===== config.mk =====
export PLATFORM = sky130hd
export DESIGN_NAME = fol_ctrl
export DESIGN_NICKNAME = d
export VERILOG_FILES = /design/src/design/fol_pkg.sv /design/src/design/fol_ctrl.sv
export SDC_FILE = /design/constraint.sdc
export NUM_CORES = 2
export LEC_CHECK = 0
export BUFFER_PORTS_ARGS = -buffer_cell sky130_fd_sc_hd__buf_2
export CORE_AREA = 2 2 386 388
export DETAILED_ROUTE_END_ITERATION = 6
export DIE_AREA = 0 0 388 390
export PLACE_DENSITY_LB_ADDON = 0.1
export SYNTH_ARGS = -nofsm -noshare
export SYNTH_HDL_FRONTEND = slang
export SYNTH_SLANG_ARGS = --single-unit

===== constraint.sdc =====
create_clock -name clock -period 19.9 [get_ports clock]
set_input_delay 1.99 -clock clock [delete_from_list [all_inputs] [get_ports clock]]
set_output_delay 1.99 -clock clock [all_outputs]
set_load 0.01 [all_outputs]

===== src/design/fol_pkg.sv =====
package fol_pkg;

   localparam int CAPACITY_DEF = 32;
   localparam int MAX_RESULTS  = 32;
   localparam int COUNT_SAT    = 63;

   localparam logic [3:0] FN_APPEND  = 4'd0;
   localparam logic [3:0] FN_INSERT  = 4'd1;
   localparam logic [3:0] FN_REFRESH = 4'd2;
   localparam logic [3:0] FN_RM_GRP  = 4'd3;
   localparam logic [3:0] FN_RM_ID   = 4'd4;
   localparam logic [3:0] FN_COUNT   = 4'd5;
   localparam logic [3:0] FN_TRIM    = 4'd6;
   localparam logic [3:0] FN_CLEAR   = 4'd7;
   localparam logic [3:0] FN_READ    = 4'd8;
   localparam logic [3:0] FN_SUMMARY = 4'd9;
   localparam logic [3:0] FN_MARK    = 4'd10;

   localparam logic [1:0] ST_OK      = 2'd0;
   localparam logic [1:0] ST_NONE    = 2'd1;
   localparam logic [1:0] ST_FULL    = 2'd2;
   localparam logic [1:0] ST_NO_ANS  = 2'd3;

   typedef struct packed {
      logic [3:0]  func;
      logic [62:0] feed_id;
      logic [30:0] stamp;
      logic [30:0] actor;
      logic [62:0] merge_key;
      logic [15:0] small_type;
      logic [30:0] item_type;
      logic        whole_group;
   } req_type;

   typedef struct packed {
      logic [62:0] out_feed_id;
      logic [30:0] out_stamp;
      logic [30:0] out_actor;
      logic [62:0] out_merge_key;
      logic [15:0] out_small_type;
      logic [30:0] out_item_type;
      logic [5:0]  count;
      logic [1:0]  status;
      logic        loaded_flag;
      logic        last;
   } rsp_type;

   typedef struct packed {
      logic [62:0] id;
      logic [30:0] stamp;
      logic [30:0] actor;
      logic [62:0] merge;
      logic [15:0] small_type;
      logic [30:0] itype;
   } row_type;

   function automatic row_type req_to_row(req_type r);
      row_type w;
      w.id         = r.feed_id;
      w.stamp      = r.stamp;
      w.actor      = r.actor;
      w.merge      = r.merge_key;
      w.small_type = r.small_type;
      w.itype      = r.item_type;
      return w;
   endfunction

   function automatic rsp_type row_to_rsp(row_type w, logic last);
      rsp_type o;
      o                = '0;
      o.out_feed_id    = w.id;
      o.out_stamp      = w.stamp;
      o.out_actor      = w.actor;
      o.out_merge_key  = w.merge;
      o.out_small_type = w.small_type;
      o.out_item_type  = w.itype;
      o.last           = last;
      return o;
   endfunction

   function automatic rsp_type status_rsp(logic [1:0] st, logic [5:0] cnt);
      rsp_type o;
      o        = '0;
      o.status = st;
      o.count  = cnt;
      o.last   = 1'b1;
      return o;
   endfunction

endpackage


===== src/design/fol_ctrl.sv =====
module fol_ctrl
   import fol_pkg::*;
#(
   parameter int CAPACITY = CAPACITY_DEF,
   localparam int AW = $clog2(CAPACITY),
   localparam int SW = $clog2(CAPACITY + 1),
   localparam int CW = (SW > 6) ? SW : 6
) (
   input  logic          clock,
   input  logic          reset,
   input  logic          req_valid,
   output logic          req_stall,
   input  req_type       req_data,
   output logic          rsp_valid,
   input  logic          rsp_stall,
   output rsp_type       rsp_data,
   input  logic          csr_wr_en,
   input  logic [5:0]    csr_wr_data,
   output logic          mem_wr_en,
   output logic [AW-1:0] mem_wr_addr,
   output row_type       mem_wr_data,
   output logic          mem_rd_en,
   output logic [AW-1:0] mem_rd_addr,
   input  row_type       mem_rd_data
);

   typedef enum logic [3:0] {
      S_IDLE, S_START, S_SC_RD, S_SC_EV, S_SH_RD, S_SH_WR, S_RM_RD, S_RM_EV,
      S_RM_END, S_CT_RD, S_CT_EV, S_RA_RD, S_RA_EV, S_FIN
   } state_type;

   state_type   state_ff, state_in;
   req_type     op_ff, op_in;
   logic [SW-1:0] size_ff, size_in;
   logic [62:0] hi_ff, hi_in;
   logic [30:0] old_ff, old_in;
   logic        loaded_ff, loaded_in;
   logic [5:0]  keep_ff;
   logic [SW-1:0] idx_ff, idx_in;
   logic [SW-1:0] wp_ff, wp_in;
   logic [SW-1:0] pos_ff, pos_in;
   logic        posf_ff, posf_in;
   row_type     tgt_ff, tgt_in;
   logic [15:0] key_st_ff, key_st_in;
   logic [62:0] key_mk_ff, key_mk_in;
   logic        single_ff, single_in;
   logic        done1_ff, done1_in;
   row_type     pend_ff, pend_in;
   logic        pendv_ff, pendv_in;
   logic [5:0]  nout_ff, nout_in;
   logic [5:0]  cnt_ff, cnt_in;
   logic [1:0]  fst_ff, fst_in;
   rsp_type     rsp_ff, rsp_in;
   logic        rspv_ff, rspv_in;

   row_type     d;
   logic        emit_ok, emit;
   rsp_type     emit_data;
   logic        full, match, ra_last, pos_now;
   logic [CW-1:0] limit;
   logic [SW-1:0] pos_sel;

   assign d         = mem_rd_data;
   assign emit_ok   = !rspv_ff || !rsp_stall;
   assign full      = size_ff >= SW'(CAPACITY);
   assign req_stall = state_ff != S_IDLE;
   assign rsp_valid = rspv_ff;
   assign rsp_data  = rsp_ff;
   assign limit     = (CW'(size_ff) < CW'(MAX_RESULTS)) ? CW'(size_ff) : CW'(MAX_RESULTS);
   assign ra_last   = CW'(idx_ff) + CW'(1) == limit;
   assign match     = single_ff ? (d.id == op_ff.feed_id && !done1_ff)
                                : (d.small_type == key_st_ff && d.merge == key_mk_ff);
   assign pos_now   = posf_ff || (op_ff.stamp >= d.stamp);
   assign pos_sel   = posf_ff ? pos_ff : idx_ff;

   always_comb begin
      state_in  = state_ff;
      op_in     = op_ff;
      size_in   = size_ff;
      hi_in     = hi_ff;
      old_in    = old_ff;
      loaded_in = loaded_ff;
      idx_in    = idx_ff;
      wp_in     = wp_ff;
      pos_in    = pos_ff;
      posf_in   = posf_ff;
      tgt_in    = tgt_ff;
      key_st_in = key_st_ff;
      key_mk_in = key_mk_ff;
      single_in = single_ff;
      done1_in  = done1_ff;
      pend_in   = pend_ff;
      pendv_in  = pendv_ff;
      nout_in   = nout_ff;
      cnt_in    = cnt_ff;
      fst_in    = fst_ff;
      emit      = 1'b0;
      emit_data = '0;
      mem_wr_en   = 1'b0;
      mem_wr_addr = '0;
      mem_wr_data = '0;
      mem_rd_en   = 1'b0;
      mem_rd_addr = '0;

      case (state_ff)
         S_IDLE: begin
            if (req_valid) begin
               op_in    = req_data;
               state_in = S_START;
            end
         end
         S_START: begin
            idx_in   = '0;
            posf_in  = 1'b0;
            cnt_in   = '0;
            wp_in    = '0;
            pendv_in = 1'b0;
            nout_in  = '0;
            done1_in = 1'b0;
            case (op_ff.func)
               FN_APPEND, FN_INSERT: begin
                  tgt_in = req_to_row(op_ff);
                  if (full) begin
                     if (emit_ok) begin
                        emit      = 1'b1;
                        emit_data = status_rsp(ST_FULL, '0);
                        state_in  = S_IDLE;
                     end
                  end else if (op_ff.func == FN_INSERT) begin
                     state_in = S_SC_RD;
                  end else if (emit_ok) begin
                     mem_wr_en   = 1'b1;
                     mem_wr_addr = size_ff[AW-1:0];
                     mem_wr_data = req_to_row(op_ff);
                     size_in     = size_ff + SW'(1);
                     hi_in       = (op_ff.feed_id > hi_ff) ? op_ff.feed_id : hi_ff;
                     old_in      = (op_ff.stamp < old_ff) ? op_ff.stamp : old_ff;
                     emit        = 1'b1;
                     emit_data   = status_rsp(ST_OK, '0);
                     state_in    = S_IDLE;
                  end
               end
               FN_REFRESH, FN_RM_ID: state_in = S_SC_RD;
               FN_RM_GRP: begin
                  key_st_in = op_ff.small_type;
                  key_mk_in = op_ff.merge_key;
                  single_in = 1'b0;
                  state_in  = S_RM_RD;
               end
               FN_COUNT: begin
                  if (size_ff == '0) begin
                     fst_in   = ST_OK;
                     state_in = S_FIN;
                  end else begin
                     state_in = S_CT_RD;
                  end
               end
               FN_READ: begin
                  if (size_ff == '0) begin
                     fst_in   = ST_NONE;
                     state_in = S_FIN;
                  end else begin
                     state_in = S_RA_RD;
                  end
               end
               default: begin
                  if (emit_ok) begin
                     emit     = 1'b1;
                     state_in = S_IDLE;
                     case (op_ff.func)
                        FN_TRIM: begin
                           if (CW'(size_ff) > CW'(keep_ff)) begin
                              size_in   = SW'(keep_ff);
                              loaded_in = 1'b0;
                              emit_data = status_rsp(ST_OK, '0);
                           end else begin
                              emit_data = status_rsp(ST_NONE, '0);
                           end
                        end
                        FN_CLEAR: begin
                           size_in   = '0;
                           emit_data = status_rsp(ST_OK, '0);
                        end
                        FN_SUMMARY: begin
                           emit_data = status_rsp(ST_OK,
                              (CW'(size_ff) > CW'(COUNT_SAT)) ? 6'(COUNT_SAT)
                                                              : 6'(size_ff));
                           emit_data.out_feed_id = hi_ff;
                           emit_data.out_stamp   = old_ff;
                           emit_data.loaded_flag = loaded_ff;
                        end
                        FN_MARK: begin
                           loaded_in = 1'b1;
                           emit_data = status_rsp(ST_OK, '0);
                        end
                        default: emit_data = status_rsp(ST_NONE, '0);
                     endcase
                  end
               end
            endcase
         end
         S_SC_RD: begin
            if (idx_ff == size_ff) begin
               case (op_ff.func)
                  FN_INSERT: begin
                     pos_in   = size_ff;
                     wp_in    = size_ff;
                     state_in = S_SH_RD;
                  end
                  FN_RM_ID: begin
                     key_st_in = '0;
                     key_mk_in = '0;
                     single_in = 1'b0;
                     idx_in    = '0;
                     state_in  = S_RM_RD;
                  end
                  FN_COUNT: begin
                     fst_in   = ST_OK;
                     state_in = S_FIN;
                  end
                  default: begin
                     fst_in   = ST_NONE;
                     state_in = S_FIN;
                  end
               endcase
            end else begin
               mem_rd_en   = 1'b1;
               mem_rd_addr = idx_ff[AW-1:0];
               state_in    = S_SC_EV;
            end
         end
         S_SC_EV: begin
            idx_in   = idx_ff + SW'(1);
            state_in = S_SC_RD;
            case (op_ff.func)
               FN_INSERT: begin
                  if (op_ff.stamp >= d.stamp) begin
                     pos_in   = idx_ff;
                     wp_in    = size_ff;
                     state_in = S_SH_RD;
                  end
               end
               FN_REFRESH: begin
                  posf_in = pos_now;
                  pos_in  = pos_sel;
                  if (d.id == op_ff.feed_id) begin
                     if (pos_now) begin
                        tgt_in       = d;
                        tgt_in.stamp = op_ff.stamp;
                        wp_in        = idx_ff;
                        state_in     = S_SH_RD;
                     end else begin
                        fst_in   = ST_NONE;
                        state_in = S_FIN;
                     end
                  end
               end
               FN_RM_ID: begin
                  if (d.id == op_ff.feed_id) begin
                     key_st_in = d.small_type;
                     key_mk_in = d.merge;
                     single_in = !op_ff.whole_group;
                     idx_in    = '0;
                     state_in  = S_RM_RD;
                  end
               end
               FN_COUNT: begin
                  if (d.id <= op_ff.feed_id) begin
                     fst_in   = ST_OK;
                     state_in = S_FIN;
                  end else if (d.actor != op_ff.actor && cnt_ff < 6'(COUNT_SAT)) begin
                     cnt_in = cnt_ff + 6'd1;
                  end
               end
               default: begin
                  fst_in   = ST_NONE;
                  state_in = S_FIN;
               end
            endcase
         end
         S_SH_RD: begin
            if (wp_ff == pos_ff) begin
               if (emit_ok) begin
                  mem_wr_en   = 1'b1;
                  mem_wr_addr = pos_ff[AW-1:0];
                  mem_wr_data = tgt_ff;
                  if (op_ff.func == FN_INSERT) begin
                     size_in = size_ff + SW'(1);
                     hi_in   = (op_ff.feed_id > hi_ff) ? op_ff.feed_id : hi_ff;
                  end
                  emit      = 1'b1;
                  emit_data = status_rsp(ST_OK, '0);
                  state_in  = S_IDLE;
               end
            end else begin
               mem_rd_en   = 1'b1;
               mem_rd_addr = AW'(wp_ff - SW'(1));
               state_in    = S_SH_WR;
            end
         end
         S_SH_WR: begin
            mem_wr_en   = 1'b1;
            mem_wr_addr = wp_ff[AW-1:0];
            mem_wr_data = d;
            wp_in       = wp_ff - SW'(1);
            state_in    = S_SH_RD;
         end
         S_RM_RD: begin
            if (idx_ff == size_ff) begin
               size_in  = wp_ff;
               state_in = S_RM_END;
            end else begin
               mem_rd_en   = 1'b1;
               mem_rd_addr = idx_ff[AW-1:0];
               state_in    = S_RM_EV;
            end
         end
         S_RM_EV: begin
            if (match) begin
               if (!(nout_ff < 6'(MAX_RESULTS) && pendv_ff && !emit_ok)) begin
                  if (nout_ff < 6'(MAX_RESULTS)) begin
                     emit      = pendv_ff;
                     emit_data = row_to_rsp(pend_ff, 1'b0);
                     pend_in   = d;
                     pendv_in  = 1'b1;
                     nout_in   = nout_ff + 6'd1;
                  end
                  done1_in = 1'b1;
                  idx_in   = idx_ff + SW'(1);
                  state_in = S_RM_RD;
               end
            end else begin
               mem_wr_en   = 1'b1;
               mem_wr_addr = wp_ff[AW-1:0];
               mem_wr_data = d;
               wp_in       = wp_ff + SW'(1);
               idx_in      = idx_ff + SW'(1);
               state_in    = S_RM_RD;
            end
         end
         S_RM_END: begin
            if (pendv_ff) begin
               if (emit_ok) begin
                  emit      = 1'b1;
                  emit_data = row_to_rsp(pend_ff, 1'b1);
                  pendv_in  = 1'b0;
                  state_in  = S_IDLE;
               end
            end else begin
               fst_in   = ST_NONE;
               state_in = S_FIN;
            end
         end
         S_CT_RD: begin
            mem_rd_en   = 1'b1;
            mem_rd_addr = AW'(size_ff - SW'(1));
            state_in    = S_CT_EV;
         end
         S_CT_EV: begin
            if (d.id > op_ff.feed_id) begin
               fst_in   = ST_NO_ANS;
               state_in = S_FIN;
            end else begin
               state_in = S_SC_RD;
            end
         end
         S_RA_RD: begin
            mem_rd_en   = 1'b1;
            mem_rd_addr = idx_ff[AW-1:0];
            state_in    = S_RA_EV;
         end
         S_RA_EV: begin
            if (emit_ok) begin
               emit      = 1'b1;
               emit_data = row_to_rsp(d, ra_last);
               idx_in    = idx_ff + SW'(1);
               state_in  = ra_last ? S_IDLE : S_RA_RD;
            end
         end
         S_FIN: begin
            if (emit_ok) begin
               emit      = 1'b1;
               emit_data = status_rsp(fst_ff, cnt_ff);
               state_in  = S_IDLE;
            end
         end
         default: state_in = S_IDLE;
      endcase

      rsp_in  = emit ? emit_data : rsp_ff;
      rspv_in = emit ? 1'b1 : (rspv_ff && rsp_stall);
   end

   always_ff @(posedge clock) begin
      if (reset) begin
         state_ff  <= S_IDLE;
         size_ff   <= '0;
         hi_ff     <= '0;
         old_ff    <= '1;
         loaded_ff <= 1'b0;
         keep_ff   <= 6'd32;
         rspv_ff   <= 1'b0;
         pendv_ff  <= 1'b0;
      end else begin
         state_ff  <= state_in;
         size_ff   <= size_in;
         hi_ff     <= hi_in;
         old_ff    <= old_in;
         loaded_ff <= loaded_in;
         rspv_ff   <= rspv_in;
         pendv_ff  <= pendv_in;
         if (csr_wr_en) begin
            keep_ff <= csr_wr_data;
         end
      end
      op_ff     <= op_in;
      idx_ff    <= idx_in;
      wp_ff     <= wp_in;
      pos_ff    <= pos_in;
      posf_ff   <= posf_in;
      tgt_ff    <= tgt_in;
      key_st_ff <= key_st_in;
      key_mk_ff <= key_mk_in;
      single_ff <= single_in;
      done1_ff  <= done1_in;
      pend_ff   <= pend_in;
      nout_ff   <= nout_in;
      cnt_ff    <= cnt_in;
      fst_ff    <= fst_in;
      rsp_ff    <= rsp_in;
   end

   a_size_bound: assert property (@(posedge clock) disable iff (reset)
      size_ff <= SW'(CAPACITY))
      else $error("list size above capacity");

   a_emit_free: assert property (@(posedge clock) disable iff (reset)
      emit |-> (!rspv_ff || !rsp_stall))
      else $error("result register overwritten");

   a_idle_no_write: assert property (@(posedge clock) disable iff (reset)
      (state_ff == S_IDLE) |-> !mem_wr_en)
      else $error("memory write while idle");

   a_wr_addr: assert property (@(posedge clock) disable iff (reset)
      mem_wr_en |-> (SW'(mem_wr_addr) < SW'(CAPACITY)))
      else $error("memory write out of range");

endmodule


==> out/results.txt <==
Setup-failing EPs final: 0
Post-Route WL: 209 mm
H-tree depth: 4
Initial Utilization: 37.7%
Fin. Hold Viols: 0
Clock Path Buffers: 3
Total of max-cap violations: 0
Die width: 388 um
Period utilization: 42.7%
Post-synth EDFFs: 1069
Warnings from Yosys: 0
Gr usage total: 26.7%
Post-synth top flop: edfxtp_1
Post-synthesis cell area: 55500 um^2
Max-slew headroom: 6.40%
Vias per cell: 5.49
Routability congestion estimate: 0.905
Synth unique cells: 79
Core Area: 147000 um^2
TritonCTS clock tree: yes
Post-Syn Nets: 5244
Max IR drop VDD: 0.0968 mV
WL/cell: 27.7 um
Status: complete, no violations
Setup Fix Bufs, Post-CTS: 0
Worst Max-Slew Pin Slew: 1.40 ns
Final Util: 45.5%
Share of layout cells above drive strength 1: 22.9%
Nature of the critical path endpoint: output pin
Fillers: 13800
Most frequent cells in the layout: edfxtp_1 (1069), buf_2 (979), nand2_1 (841), a22o_1 (483), a21o_1 (366)
Total gr overflow: 0
FF+latch count, synth: 1182
Clock sinks: 1182
PwrDens: 118 nW/um^2
Cts bufs inserted: 141
Drt drc: 0
CP Data Arrival Time: 6.50 ns
Cells after Synth: 4558
Seq/Total Area, Yosys: 61.9%
Hold crit path type: flip-flop to flip-flop
First-pass GRT wire length: 295 mm
Post-CTS Hold Fix Bufs: 0
DR pass1 iterations: 7
Highest Clock Rate: 0.118 GHz
Largest net degree at the start of global routing: 183
Max FO, Critical Path: 139
PortBufs: 979
Pins Over Slew Limit: 0
Via count: 41400
Setup CP Type: input pin to output pin
Num ports: 980
CTS root buffer: clkbuf_16
Final Skew: 0.0294 ns
Async S/R FF share, synth: 0%
DIE HEIGHT: 390 um
Vias in the first global route: 40100
Most common cell after layout, fill and taps aside: edfxtp_1
Leakage: 29.8 nW
Worst Setup Start Kind: input pin
Area delta synth->final: 20.8%
Die ar.: 151000 um^2
Post-DRT Antenna Nets: 0
Post-CTS resize count: 0
Min Tclk post-route: 8.49 ns
RSZ-0062 raised after global routing: no
Critical path required time: 17.91 ns
Initial antenna violation count: 77
Syn avg cell area: 12.2 um^2
Reg clk slew, reported paths: 0.06 ns
Initial DRC count: 3372
Worst skew pair latency: 0.76 ns
Site Rows: 141
HPWL after detailed placement: 143 mm
TNS Setup: 0 ns
Final #Nets: 6158
## area by class of cell
type                       instances  area, um^2  area share [%]
clock buffer                     191        3930            5.87
antenna                           25        62.6          0.0934
timing repair buffer            1040        5420            8.09
sequential                      1182       34400            51.3
clock inverter                    66         698            1.04
tap                             1930        2410            3.60
inverter                         228         858            1.28
multi-input combinational       2879       19200            28.7
## flip-flops by register name (all words and copies together), names as in the netlist, 16 cells and up
name,cells
hi_ff,63
old_ff,31
tgt_ff,235
key_st_ff,16
op_ff,240
rsp_data,245
pend_ff,235
key_mk_ff,63
## critical path: stages
cell and delay (ns):
buf_2 0.13, ha_1 0.34, nand4_1 0.29, nor4_1 0.83, nand3_1 0.28, or2_1 0.48
nor3b_2 0.37, nor2_2 0.11, o21ba_4 0.43, buf_12 0.35, a21o_1 0.36, buf_2 0.14
## path summary, 6_finish.rpt
check / start / endpoint / slack, ns / depth (start not counted)
setup / recovery: mem_rd_data[202] / mem_wr_data[82] / 11.41 / 12
hold / removal: hi_ff[10] / hi_ff[10] / 0.48 / 2
setup reg to reg: op_ff[203] / pend_ff[2] / 13.56 / 12
hold reg to reg: hi_ff[10] / hi_ff[10] / 0.48 / 2
## synthesized netlist by cell type (all sizes together), types with 5 or more instances
master / number / area (um^2)
nand4: 43 / 269
o22ai: 9 / 56.3
a221oi: 7 / 61.3
clkbuf: 188 / 706
nor4: 28 / 196
mux2i: 106 / 1060
or4: 5 / 37.5
o31ai: 5 / 37.5
inv: 227 / 852
nand2b: 31 / 194
dfxtp: 113 / 2260
o221ai: 7 / 61.3
a211oi: 10 / 75.1
nand2: 843 / 3160
a22oi: 9 / 67.6
edfxtp: 1069 / 32100
ha: 200 / 2500
a2111oi: 8 / 82.6
nor2b: 19 / 119
a31oi: 8 / 50.1
or2: 7 / 43.8
a21o: 366 / 2750
a22o: 483 / 4230
xnor2: 35 / 307
and2: 8 / 50.1
or3: 6 / 37.5
o2111ai: 11 / 96.3
and4: 5 / 43.8
xor2: 83 / 727
o21a: 8 / 60.1
nor2: 166 / 626
nor3: 31 / 160
a21oi: 84 / 420
o21ai: 143 / 716
nor3b: 6 / 55.1
nand3: 33 / 165
buf: 81 / 459
and3: 7 / 43.8
o211ai: 8 / 60.1
## routing by layer
metal / GRT usage, % / up-vias / wire length, um
li1: - / 18800 / -
met1: 36.2 / 20600 / 89600
met2: 42.6 / 1603 / 97400
met3: 5.88 / 357 / 15000
met4: 8.30 / 34 / 6590
met5: 0 / - / 202
## power breakdown
part	total, mW	internal (mW)	switching (mW)
clock	2.60	1.53	1.08
sequential	3.54	3.26	0.281
combinational	1.76	0.575	1.18
## logic make-up after synthesis
logic type / count (synthesis) / share of synthesized area [%]
XOR/XNOR: 118 / 1.86
multiplexers: 107 / 1.93
AO/OA/AOI/OAI: 1210 / 16.6
AND/OR/NAND/NOR: 1244 / 9.47
adder cells (fa/ha/maj): 200 / 4.51
flip-flops: 1182 / 61.9
buffers and inverters: 497 / 3.64
## stage by stage
step / hold WS, ns / setup WS, ns / cell area [um^2] / total power, mW / instances
final: 0.476 / 11.41 / 67000 / 7.91 / 7541
after global routing: 0.495 / 11.33 / 67000 / 8.27 / 7533
after CTS: 0.472 / 11.50 / 66900 / 7.98 / 7516
after detailed placement: 0.464 / 11.51 / 62300 / 5.36 / 7259
after global placement: 0.460 / 11.59 / 62300 / 5.34 / 7259
after floorplan: 0.447 / 5.57 / 55500 / 4.54 / 4558
Power figures use the tool's default switching activity.
